[src/hw/rtl/epcc_pkg.sv]
`timescale 1ns / 1ps
// ----------------------------------------------------------------------------
// epcc_pkg
// Shared types and constants of the Euler path / circuit checker.
// ----------------------------------------------------------------------------
package epcc_pkg;

	localparam int MAX_VERTICES_DEF = 32;

	localparam int OP_W      = 2;
	localparam int VTX_W     = 5;
	localparam int VCOUNT_W  = 6;
	localparam int VERDICT_W = 2;
	localparam int ODD_W     = 6;
	// common width for vertex compares, holds any count up to 64
	localparam int CMP_W     = 8;

	localparam int APB_ADDR_W = 3;
	localparam int APB_DATA_W = 32;

	localparam logic [VCOUNT_W-1:0] VCOUNT_RST = 6'd32;

	// register index, taken from paddr above the byte offset
	localparam logic [0:0] REG_VERTEX_COUNT = 1'b0;

	typedef enum logic [OP_W-1:0] {
		OP_ADD_EDGE = 2'd0,
		OP_EVALUATE = 2'd1,
		OP_CLEAR    = 2'd2
	} op_t;

	typedef enum logic [VERDICT_W-1:0] {
		VERDICT_NONE  = 2'd0,
		VERDICT_PATH  = 2'd1,
		VERDICT_CYCLE = 2'd2
	} verdict_t;

	typedef struct packed {
		logic capture;     // latch edge ends of the accepted word
		logic write_a;     // set adjacency bit in row of first end
		logic write_b;     // set adjacency bit in row of second end
		logic clear;       // empty the graph
		logic cnt_init;    // start an evaluation
		logic cnt_step;    // odd-count / start search, one vertex
		logic walk_issue;  // read row of next pending vertex
		logic walk_merge;  // fold that row into the reached set
	} epcc_cmd_t;

	typedef struct packed {
		logic edge_ok;     // both ends in use
		logic self_loop;
		logic cnt_done;    // sweep went past the last vertex in use
		logic walk_pend;   // a reached vertex is not expanded yet
	} epcc_stat_t;

endpackage

[src/hw/rtl/epcc_in_if.sv]
`timescale 1ns / 1ps
// ----------------------------------------------------------------------------
// epcc_in_if
// Input word channel: graph operation and edge ends.
// ----------------------------------------------------------------------------
interface epcc_in_if import epcc_pkg::*; ();
	logic             valid;
	logic             ready;
	logic [OP_W-1:0]  op;
	logic [VTX_W-1:0] first_vertex;
	logic [VTX_W-1:0] second_vertex;

	modport source (output valid, output op, output first_vertex, output second_vertex,
		input ready);
	modport sink (input valid, input op, input first_vertex, input second_vertex,
		output ready);
endinterface

[src/hw/rtl/epcc_out_if.sv]
`timescale 1ns / 1ps
// ----------------------------------------------------------------------------
// epcc_out_if
// Result word channel: verdict and odd-degree vertex count.
// ----------------------------------------------------------------------------
interface epcc_out_if import epcc_pkg::*; ();
	logic                 valid;
	logic                 ready;
	logic [VERDICT_W-1:0] verdict;
	logic [ODD_W-1:0]     odd_vertices;

	modport source (output valid, output verdict, output odd_vertices, input ready);
	modport sink (input valid, input verdict, input odd_vertices, output ready);
endinterface

[src/hw/rtl/euler_path_circuit_check.sv]
`timescale 1ns / 1ps
// ----------------------------------------------------------------------------
// euler_path_circuit_check
// Euler path / circuit test of an undirected graph loaded edge by edge.
//
//  channel | dir | payload                                   | words
//  --------+-----+-------------------------------------------+-----------------
//  item    | in  | op, first_vertex, second_vertex           | one per op
//  result  | out | verdict, odd_vertices                     | one per evaluate
//  APB     | in  | vertex_count at byte address 0            | config writes
//
// One word at a time. Add edge steps through ST_EDGE_A and ST_EDGE_B (only
// ST_EDGE_A for a self loop or a dropped edge); clear and unused ops are
// done in ST_IDLE. Evaluate runs the odd-count sweep, which visits one
// vertex a cycle, then the walk, which reads one adjacency row at a time,
// an issue state then a merge state, through the single memory read port.
// Reset empties the graph at once (row valid bits) and sets vertex_count 32.
// A finished result waits in the output register while new words are taken;
// an evaluate stalls at its end only while that register is full and not taken.
// ----------------------------------------------------------------------------
module euler_path_circuit_check import epcc_pkg::*; #(
	parameter int MAX_VERTICES = MAX_VERTICES_DEF
) (
	input  logic                  clk,
	input  logic                  arst_n,
	epcc_in_if.sink               item,
	epcc_out_if.source            result,
	input  logic                  psel,
	input  logic                  penable,
	input  logic                  pwrite,
	input  logic [APB_ADDR_W-1:0] paddr,
	input  logic [APB_DATA_W-1:0] pwdata,
	output logic [APB_DATA_W-1:0] prdata,
	output logic                  pready
);

	logic [VCOUNT_W-1:0]  vcount_q;
	logic                 out_valid_q;
	logic [VERDICT_W-1:0] verdict_q;
	logic [ODD_W-1:0]     odd_q;

	epcc_cmd_t            cmd;
	epcc_stat_t           stat;
	logic                 emit;
	logic                 out_free;
	logic [VERDICT_W-1:0] dp_verdict;
	logic [ODD_W-1:0]     dp_odd;
	logic                 reg_hit;

	// config register
	assign pready  = 1'b1;
	assign reg_hit = (paddr[APB_ADDR_W-1:2] == REG_VERTEX_COUNT);
	assign prdata  = reg_hit ? {{(APB_DATA_W-VCOUNT_W){1'b0}}, vcount_q} : '0;

	always_ff @(posedge clk or negedge arst_n) begin
		if (!arst_n)
			vcount_q <= VCOUNT_RST;
		else if (psel && penable && pwrite && reg_hit)
			vcount_q <= pwdata[VCOUNT_W-1:0];
	end

	epcc_ctrl u_ctrl (
		.clk      (clk),
		.arst_n   (arst_n),
		.in_valid (item.valid),
		.op       (item.op),
		.in_ready (item.ready),
		.stat     (stat),
		.out_free (out_free),
		.emit     (emit),
		.cmd      (cmd)
	);

	epcc_dp #(
		.MAX_VERTICES (MAX_VERTICES)
	) u_dp (
		.clk           (clk),
		.arst_n        (arst_n),
		.cmd           (cmd),
		.stat          (stat),
		.vertex_count  (vcount_q),
		.first_vertex  (item.first_vertex),
		.second_vertex (item.second_vertex),
		.verdict       (dp_verdict),
		.odd_vertices  (dp_odd)
	);

	// output word register
	assign out_free = !out_valid_q || result.ready;

	always_ff @(posedge clk or negedge arst_n) begin
		if (!arst_n)
			out_valid_q <= 1'b0;
		else if (emit)
			out_valid_q <= 1'b1;
		else if (result.ready)
			out_valid_q <= 1'b0;
	end

	always_ff @(posedge clk) begin
		if (emit) begin
			verdict_q <= dp_verdict;
			odd_q     <= dp_odd;
		end
	end

	assign result.valid        = out_valid_q;
	assign result.verdict      = verdict_q;
	assign result.odd_vertices = odd_q;

endmodule

[src/hw/rtl/epcc_ctrl.sv]
`timescale 1ns / 1ps
// ----------------------------------------------------------------------------
// epcc_ctrl
// Sequencer: edge load, odd-count sweep, reachability walk, result hand-off.
// ----------------------------------------------------------------------------
module epcc_ctrl import epcc_pkg::*; (
	input  logic            clk,
	input  logic            arst_n,
	input  logic            in_valid,
	input  logic [OP_W-1:0] op,
	output logic            in_ready,
	input  epcc_stat_t      stat,
	input  logic            out_free,
	output logic            emit,
	output epcc_cmd_t       cmd
);

	typedef enum logic [2:0] {
		ST_IDLE,
		ST_EDGE_A,
		ST_EDGE_B,
		ST_COUNT,
		ST_WALK_RD,
		ST_WALK_MRG,
		ST_FINISH
	} state_t;

	state_t state_q;
	state_t state_nxt;

	always_comb begin
		cmd       = '0;
		emit      = 1'b0;
		in_ready  = 1'b0;
		state_nxt = state_q;
		case (state_q)
			ST_IDLE: begin
				in_ready = 1'b1;
				if (in_valid) begin
					cmd.capture = 1'b1;
					case (op)
						OP_ADD_EDGE: state_nxt = ST_EDGE_A;
						OP_EVALUATE: begin
							cmd.cnt_init = 1'b1;
							state_nxt    = ST_COUNT;
						end
						OP_CLEAR: cmd.clear = 1'b1;
						default: ;
					endcase
				end
			end
			ST_EDGE_A: begin
				cmd.write_a = stat.edge_ok;
				state_nxt   = (stat.edge_ok && !stat.self_loop) ? ST_EDGE_B : ST_IDLE;
			end
			ST_EDGE_B: begin
				cmd.write_b = 1'b1;
				state_nxt   = ST_IDLE;
			end
			ST_COUNT: begin
				if (stat.cnt_done)
					state_nxt = ST_WALK_RD;
				else
					cmd.cnt_step = 1'b1;
			end
			ST_WALK_RD: begin
				if (stat.walk_pend) begin
					cmd.walk_issue = 1'b1;
					state_nxt      = ST_WALK_MRG;
				end else begin
					state_nxt = ST_FINISH;
				end
			end
			ST_WALK_MRG: begin
				cmd.walk_merge = 1'b1;
				state_nxt      = ST_WALK_RD;
			end
			ST_FINISH: begin
				if (out_free) begin
					emit      = 1'b1;
					state_nxt = ST_IDLE;
				end
			end
			default: state_nxt = ST_IDLE;
		endcase
	end

	always_ff @(posedge clk or negedge arst_n) begin
		if (!arst_n)
			state_q <= ST_IDLE;
		else
			state_q <= state_nxt;
	end

endmodule

[src/hw/rtl/epcc_dp.sv]
`timescale 1ns / 1ps
// ----------------------------------------------------------------------------
// epcc_dp
// Graph store and evaluation datapath: adjacency memory, parity and touch
// flags, odd counter and reached / expanded vertex sets.
// ----------------------------------------------------------------------------
module epcc_dp import epcc_pkg::*; #(
	parameter int MAX_VERTICES = MAX_VERTICES_DEF
) (
	input  logic                 clk,
	input  logic                 arst_n,
	input  epcc_cmd_t            cmd,
	output epcc_stat_t           stat,
	input  logic [VCOUNT_W-1:0]  vertex_count,
	input  logic [VTX_W-1:0]     first_vertex,
	input  logic [VTX_W-1:0]     second_vertex,
	output logic [VERDICT_W-1:0] verdict,
	output logic [ODD_W-1:0]     odd_vertices
);

	localparam int IW = $clog2(MAX_VERTICES);
	localparam int VW = $clog2(MAX_VERTICES + 1);

	typedef logic [MAX_VERTICES-1:0] row_t;

	// adjacency rows; a row is only meaningful once its valid bit is set
	row_t mem [MAX_VERTICES];

	row_t row_vld_q;
	row_t odd_q;
	row_t touch_q;
	row_t reached_q;
	row_t expanded_q;
	row_t rd_row_q;
	logic rd_vld_q;

	logic [VTX_W-1:0] a_q;
	logic [VTX_W-1:0] b_q;
	logic [VW-1:0]    idx_q;
	logic [VW-1:0]    oddcnt_q;
	logic             start_q;

	logic [CMP_W-1:0] vc_w;
	logic [CMP_W-1:0] n_w;
	logic [CMP_W-1:0] a_w;
	logic [CMP_W-1:0] b_w;
	logic [CMP_W-1:0] idx_w;
	logic [IW-1:0]    a_i;
	logic [IW-1:0]    b_i;
	logic [IW-1:0]    idx_i;
	row_t             mask;
	row_t             pend;
	logic [IW-1:0]    pick;
	logic             wr_en;
	logic [IW-1:0]    wr_row;
	logic [IW-1:0]    wr_col;
	logic             linked;

	// vertices in use: vertex_count clipped to the store depth
	assign vc_w  = {{(CMP_W-VCOUNT_W){1'b0}}, vertex_count};
	assign n_w   = (vc_w > CMP_W'(MAX_VERTICES)) ? CMP_W'(MAX_VERTICES) : vc_w;
	assign a_w   = {{(CMP_W-VTX_W){1'b0}}, a_q};
	assign b_w   = {{(CMP_W-VTX_W){1'b0}}, b_q};
	assign idx_w = {{(CMP_W-VW){1'b0}}, idx_q};
	assign a_i   = a_w[IW-1:0];
	assign b_i   = b_w[IW-1:0];
	assign idx_i = idx_q[IW-1:0];

	always_comb begin
		for (int i = 0; i < MAX_VERTICES; i++)
			mask[i] = (CMP_W'(i) < n_w);
	end

	assign pend = reached_q & ~expanded_q;

	// lowest pending vertex
	always_comb begin
		pick = '0;
		for (int i = MAX_VERTICES - 1; i >= 0; i--)
			if (pend[i])
				pick = IW'(i);
	end

	assign stat.edge_ok   = (a_w < n_w) && (b_w < n_w);
	assign stat.self_loop = (a_q == b_q);
	assign stat.cnt_done  = (idx_w >= n_w);
	assign stat.walk_pend = |pend;

	assign wr_en  = cmd.write_a | cmd.write_b;
	assign wr_row = cmd.write_a ? a_i : b_i;
	assign wr_col = cmd.write_a ? b_i : a_i;

	always_ff @(posedge clk) begin
		if (wr_en) begin
			if (row_vld_q[wr_row])
				mem[wr_row][wr_col] <= 1'b1;
			else
				mem[wr_row] <= row_t'(1) << wr_col;
		end
		if (cmd.walk_issue) begin
			rd_row_q <= mem[pick];
			rd_vld_q <= row_vld_q[pick];
		end
		if (cmd.capture) begin
			a_q <= first_vertex;
			b_q <= second_vertex;
		end
	end

	always_ff @(posedge clk or negedge arst_n) begin
		if (!arst_n) begin
			row_vld_q  <= '0;
			odd_q      <= '0;
			touch_q    <= '0;
			reached_q  <= '0;
			expanded_q <= '0;
			idx_q      <= '0;
			oddcnt_q   <= '0;
			start_q    <= 1'b0;
		end else begin
			if (cmd.clear) begin
				row_vld_q <= '0;
				odd_q     <= '0;
				touch_q   <= '0;
				reached_q <= '0;
			end
			if (cmd.write_a) begin
				row_vld_q[a_i] <= 1'b1;
				touch_q[a_i]   <= 1'b1;
				touch_q[b_i]   <= 1'b1;
				// self loop adds two to the degree: parity unchanged
				if (a_i != b_i) begin
					odd_q[a_i] <= ~odd_q[a_i];
					odd_q[b_i] <= ~odd_q[b_i];
				end
			end
			if (cmd.write_b)
				row_vld_q[b_i] <= 1'b1;
			if (cmd.cnt_init) begin
				idx_q      <= '0;
				oddcnt_q   <= '0;
				reached_q  <= '0;
				expanded_q <= '0;
				start_q    <= 1'b0;
			end
			if (cmd.cnt_step) begin
				idx_q    <= idx_q + VW'(1);
				oddcnt_q <= oddcnt_q + VW'(odd_q[idx_i]);
				// walk starts at the lowest touched vertex in use
				if (touch_q[idx_i] && !start_q) begin
					reached_q <= row_t'(1) << idx_i;
					start_q   <= 1'b1;
				end
			end
			if (cmd.walk_issue)
				expanded_q[pick] <= 1'b1;
			if (cmd.walk_merge && rd_vld_q)
				reached_q <= reached_q | (rd_row_q & mask);
		end
	end

	assign linked = ((touch_q & mask & ~reached_q) == '0);

	always_comb begin
		verdict = VERDICT_NONE;
		if (linked && oddcnt_q == VW'(0))
			verdict = VERDICT_CYCLE;
		else if (linked && oddcnt_q == VW'(2))
			verdict = VERDICT_PATH;
	end

	assign odd_vertices = ODD_W'(oddcnt_q);

endmodule
[src/flat_wrapper.sv]
// flat-port wrapper written by rule: the top's interface ports become plain ports
module euler_path_circuit_check_flat import epcc_pkg::*;
#(
	parameter int MAX_VERTICES = MAX_VERTICES_DEF
)
  (clk, arst_n, psel, penable, pwrite, paddr, pwdata, prdata, pready, item_valid, item_op, item_first_vertex, item_second_vertex, item_ready, result_valid, result_verdict, result_odd_vertices, result_ready);
  epcc_in_if item_i ();
  epcc_out_if result_i ();
  input  logic clk;
  input  logic arst_n;
  input  logic psel;
  input  logic penable;
  input  logic pwrite;
  input  logic [APB_ADDR_W-1:0] paddr;
  input  logic [APB_DATA_W-1:0] pwdata;
  output logic [APB_DATA_W-1:0] prdata;
  output logic pready;
  input wire logic [$bits(item_i.valid)-1:0] item_valid;
  input wire logic [$bits(item_i.op)-1:0] item_op;
  input wire logic [$bits(item_i.first_vertex)-1:0] item_first_vertex;
  input wire logic [$bits(item_i.second_vertex)-1:0] item_second_vertex;
  output wire logic [$bits(item_i.ready)-1:0] item_ready;
  output wire logic [$bits(result_i.valid)-1:0] result_valid;
  output wire logic [$bits(result_i.verdict)-1:0] result_verdict;
  output wire logic [$bits(result_i.odd_vertices)-1:0] result_odd_vertices;
  input wire logic [$bits(result_i.ready)-1:0] result_ready;
  assign item_i.valid = item_valid;
  assign item_i.op = item_op;
  assign item_i.first_vertex = item_first_vertex;
  assign item_i.second_vertex = item_second_vertex;
  assign item_ready = item_i.ready;
  assign result_valid = result_i.valid;
  assign result_verdict = result_i.verdict;
  assign result_odd_vertices = result_i.odd_vertices;
  assign result_i.ready = result_ready;
  euler_path_circuit_check #(.MAX_VERTICES(MAX_VERTICES)) u_core (.clk(clk), .arst_n(arst_n), .item(item_i), .result(result_i), .psel(psel), .penable(penable), .pwrite(pwrite), .paddr(paddr), .pwdata(pwdata), .prdata(prdata), .pready(pready));
endmodule
[config.mk]
export PLATFORM = sky130hd
export DESIGN_NAME = euler_path_circuit_check_flat
export DESIGN_NICKNAME = d
export VERILOG_FILES = /design/src/hw/rtl/epcc_pkg.sv /design/src/hw/rtl/epcc_in_if.sv /design/src/hw/rtl/epcc_out_if.sv /design/src/hw/rtl/euler_path_circuit_check.sv /design/src/hw/rtl/epcc_ctrl.sv /design/src/hw/rtl/epcc_dp.sv /design/src/flat_wrapper.sv
export SDC_FILE = /design/constraint.sdc
export NUM_CORES = 2
export LEC_CHECK = 0
export ABC_AREA = 0
export BUFFER_PORTS_ARGS = -buffer_cell sky130_fd_sc_hd__buf_2
export CORE_AREA = 2 2 347 349
export CTS_BUF_LIST = sky130_fd_sc_hd__clkbuf_2 sky130_fd_sc_hd__clkbuf_4 sky130_fd_sc_hd__clkbuf_8
export DETAILED_ROUTE_END_ITERATION = 6
export DIE_AREA = 0 0 349 351
export GPL_TIMING_DRIVEN = 1
export MAX_ROUTING_LAYER = met4
export PLACE_DENSITY = 0.74
export SLEW_MARGIN = 20
export SYNTH_ARGS = -nofsm -noshare
export SYNTH_HDL_FRONTEND = slang
export SYNTH_HIERARCHICAL = 1
export SYNTH_SLANG_ARGS = --single-unit
export TNS_END_PERCENT = 10
[constraint.sdc]
create_clock -name clk -period 5.5 [get_ports clk]
set_input_delay 0.275 -clock clk [delete_from_list [all_inputs] [get_ports clk]]
set_output_delay 0.275 -clock clk [all_outputs]
set_load 0.01 [all_outputs]
==> results.yml <==
critical_path:
  cp_slowest_cell: "dfstp_2"
  start_kind: "register"
  arrival_ns: 5.80
  cp.depth: 21
  crit_fanout: 32
  rr_startpoint: "u_core/vcount_q[5]$_DFFE_PN1P_"
  startpoint: "u_core/vcount_q[5]$_DFFE_PN1P_"
  cp_num_buf_inv: 5
  cp-endpoint: "u_core/u_dp/mem[29][3]$_DFFE_PP_"
  critical_path.most_common_cell: "buf_4"
  worstPathRequired_ns: 6.12
  r2r_slack_ns: 0.32
  slowest_delay_ns: 0.59
  end_kind: "register"
  crit_type: "reg -> reg"
  cpLargestDelayFamily: "compound AO/OA/AOI/OAI gates"
  worstReg2RegEnd: "u_core/u_dp/mem[29][3]$_DFFE_PP_"
  crit_path_cell_trace: "nor2b_4 > inv_2 > ha_1 > o21ai_0 > nand2b_1 > a21oi_1 > nor2b_1 > o21ai_0 > nand2_1 > o31ai_4 > nor4bb_4 > buf_4 > mux2i_2 > buf_4 > mux4_2 > a22oi_1 > o21ai_1 > a211oi_4 > buf_4 > o21ai_1 > buf_4"
  r2r_cells: 21
status:
  status: "finished, violations left"
  violations: "design-rule violations"
synthesis:
  synth.distinct_cells: 98
  yosysWarnings: 6
  syn_area_per_cell_um2: 10.7
  syn_area_um2: 58800
  ys.flop_type: "edfxtp_1"
  ys_seq_area_share_pct: 62.7
  synth-async-reset-ratio_pct: 14.5
  synth_cells: 5481
  synth-edff-count: 1075
  synth_seq_cells: 1258
route:
  via_count: 47100
  drc: 3
  drt_iter0_markers: 7183
  drt_first_pass_iters: 7
  via_per_inst: 6.46
  post_drt_wl_per_cell_um: 27.1
  antenna_left: 0
  wl_um: 198000
clocking:
  max-clock-path-buffers: 3
  cts_made_buffers: 201
  cts_root_buffer: "clkbuf_8"
  clock-sinks: 1258
  clkTransAtPathRegs_ns: 0.06
  htreeDepth: 4
  clk_latency_ns: 0.91
  cts_tree: "built"
floorplanning:
  design.core.area_um2: 119000
  die_w_um: 349
  design.die.area_um2: 122000
  die_y_um: 351
  initial_core_util_pct: 49.4
  io-pin-count: 97
  row_count: 127
timing:
  finalSetupViolCount: 0
  finalCriticalPeriod_ns: 5.18
  fin_skew_ns: 0.0406
  hold_ws_ns: 0.0793
  rsz0062_at_grt: "false"
  post-route-period-util_pct: 94.2
  clock.fmax_mhz: 193
  finalHoldViolations: 0
  slew_viol_final: 0
  tightest_slew_ns: 1.28
  slew-limit-headroom_pct: 14.1
  layout_setup_ws_ns: 0.318
cells_and_area:
  layout.cells.non_filler: 7289
  syn_to_final_growth_pct: 13.4
  utilization_pct: 56.0
  fillers: 9680
  nNetsFinal: 5644
  drive_above_1_share_pct: 15.2
global_route:
  grt_pass1_wl_um: 288000
  grt_pass1_vias: 44500
  grt_usage_pct: 32.9
  grt_max_degree: 150
  antenna_found_initial: 6
  grt_overflow: 0
job:
  maxCapViolCount: 0
place:
  globalplace.congestion: 1.01
  pre_cts_ws_ns: 0.0796
  port_buffers: 41
  dp_cells: 6882
  hpwl_um: 118000
min_path:
  hold_class: "in -> reg"
-- cell type report --
class                      count  area (um2)  share of cell area (%)
clock inverter                80         529                   0.793
multi-input combinational   3601       19800                    29.7
sequential                  1258       36900                    55.3
timing repair buffer         355        3500                    5.24
tap                         1548        1940                    2.90
antenna                       11        27.5                  0.0413
inverter                     151         571                   0.855
clock buffer                 285        3450                    5.17
-- synthesized netlist by cell type, types with 76 or more instances --
master    instances  area, um2
nand2_1         649       2440
inv_1           149        559
edfxtp_1       1075      32300
a31oi_1          84        526
nand3_1         133        666
buf_2           156        781
a221oi_1         76        666
clkbuf_1        277       1040
o22ai_1          96        601
a21oi_1         247       1240
o21ai_0         245       1230
nor2_1         1221       4580
dfrtp_1         182       4550
-- flip-flops by register name (all words and copies together), names as in the netlist --
signal                      cells
u_core/u_dp/touch_q            32
u_core/u_dp/rd_row_q           32
u_core/result.verdict           2
u_core/u_dp/row_vld_q          32
u_core/u_dp/rd_vld_q            1
u_core/u_dp/idx_q               6
u_core/result.odd_vertices      6
u_core/u_dp/a_i                 5
u_core/u_dp/reached_q          32
u_core/result.valid             1
u_core/u_dp/start_q             1
u_core/u_dp/expanded_q         32
u_core/u_dp/mem              1024
u_core/vcount_q                 6
u_core/u_dp/odd_vertices        6
u_core/u_dp/odd_q              32
u_core/u_ctrl/state_q           3
u_core/u_dp/b_i                 5
-- cell families after synthesis --
| group | count (synthesis) | synth area share (%) |
|---|---|---|
| AOI/OAI and AO/OA | 1116 | 12.5 |
| xor gates and xnor gates | 7 | 0.104 |
| adders and majority gates | 22 | 0.468 |
| buffers and inverters | 647 | 4.71 |
| DFF | 1258 | 62.7 |
| muxes | 136 | 3.21 |
| other | 2 | 0.0128 |
| and+or+nand+nor | 2293 | 16.3 |
-- metrics by stage --
stage	TNS [ns]	cell area, um2
4_1_cts	0	66600
5_1_grt	0	66700
2_1_floorplan	-96.49	58900
3_3_place_gp	0	62300
3_5_place_dp	0	62300
6_report	0	66700
-- worst min path at each step --
stage	startpoint	end	slack, ns	cells past startpoint
floorplan	arst_n	u_core/result.valid$_DFFE_PN0P_	-0.02	0
global placement	arst_n	u_core/u_dp/odd_q[20]$_DFF_PN0_	0.20	1
detailed placement	arst_n	u_core/u_dp/odd_q[20]$_DFF_PN0_	0.21	1
CTS	item_first_vertex[4]	u_core/u_dp/a_i[4]$_DFFE_PP_	0.03	2
global route	item_first_vertex[4]	u_core/u_dp/a_i[4]$_DFFE_PP_	0.07	2
finish	item_first_vertex[4]	u_core/u_dp/a_i[4]$_DFFE_PP_	0.08	2
-- placed cells by master, fill, tap and decap left out, drive strengths merged, types with 15 or more instances in the layout --
| master | instances |
|---|---|
| edfxtp | 1075 |
| nor3 | 33 |
| nand3 | 134 |
| nand3b | 19 |
| a31oi | 84 |
| nor2 | 1223 |
| a311oi | 23 |
| nand4 | 18 |
| mux2 | 21 |
| a32oi | 15 |
| dfrtp | 182 |
| clkinv | 65 |
| a21oi | 250 |
| o22ai | 96 |
| a221o | 65 |
| conb | 27 |
| mux2i | 75 |
| o211ai | 29 |
| a22oi | 50 |
| inv | 161 |
| mux4 | 40 |
| nor4 | 36 |
| nand2b | 49 |
| o21a | 38 |
| nor2b | 26 |
| o21ai | 265 |
| a221oi | 77 |
| dlygate4sd3 | 29 |
| ha | 22 |
| clkbuf | 285 |
| buf | 326 |
| nand2 | 649 |
| and3 | 52 |
-- metal layers --
metal	global-route usage [%]	part of all wire [%]	vias up
met1	40.5	34	22700
met4	20.7	7.2	0
li1	-	-	19800
met2	48.2	44	3675
met5	-	0	-
met3	8.94	14	851
-- worst reg2reg max path: cells and delay by family, from the launching register on --
family,cells,cell delay [ns]
adder cells (fa/ha/maj),1,0.25
AND/OR/NAND/NOR,5,0.56
AO/OA/AOI/OAI,8,1.47
flip-flops,1,0.59
buffers and inverters,5,1.21
multiplexers,2,0.80
-- timing repair --
item,in CTS,in global routing
endpoints found under the setup margin,0,2048
resized for setup,0,13
buffers inserted,0,1
hold endpoints to repair,212,0
hold buffers,30,0
Power is not shown: default switching activity piles up to over one toggle a cycle in this logic, so the estimate is an artifact.
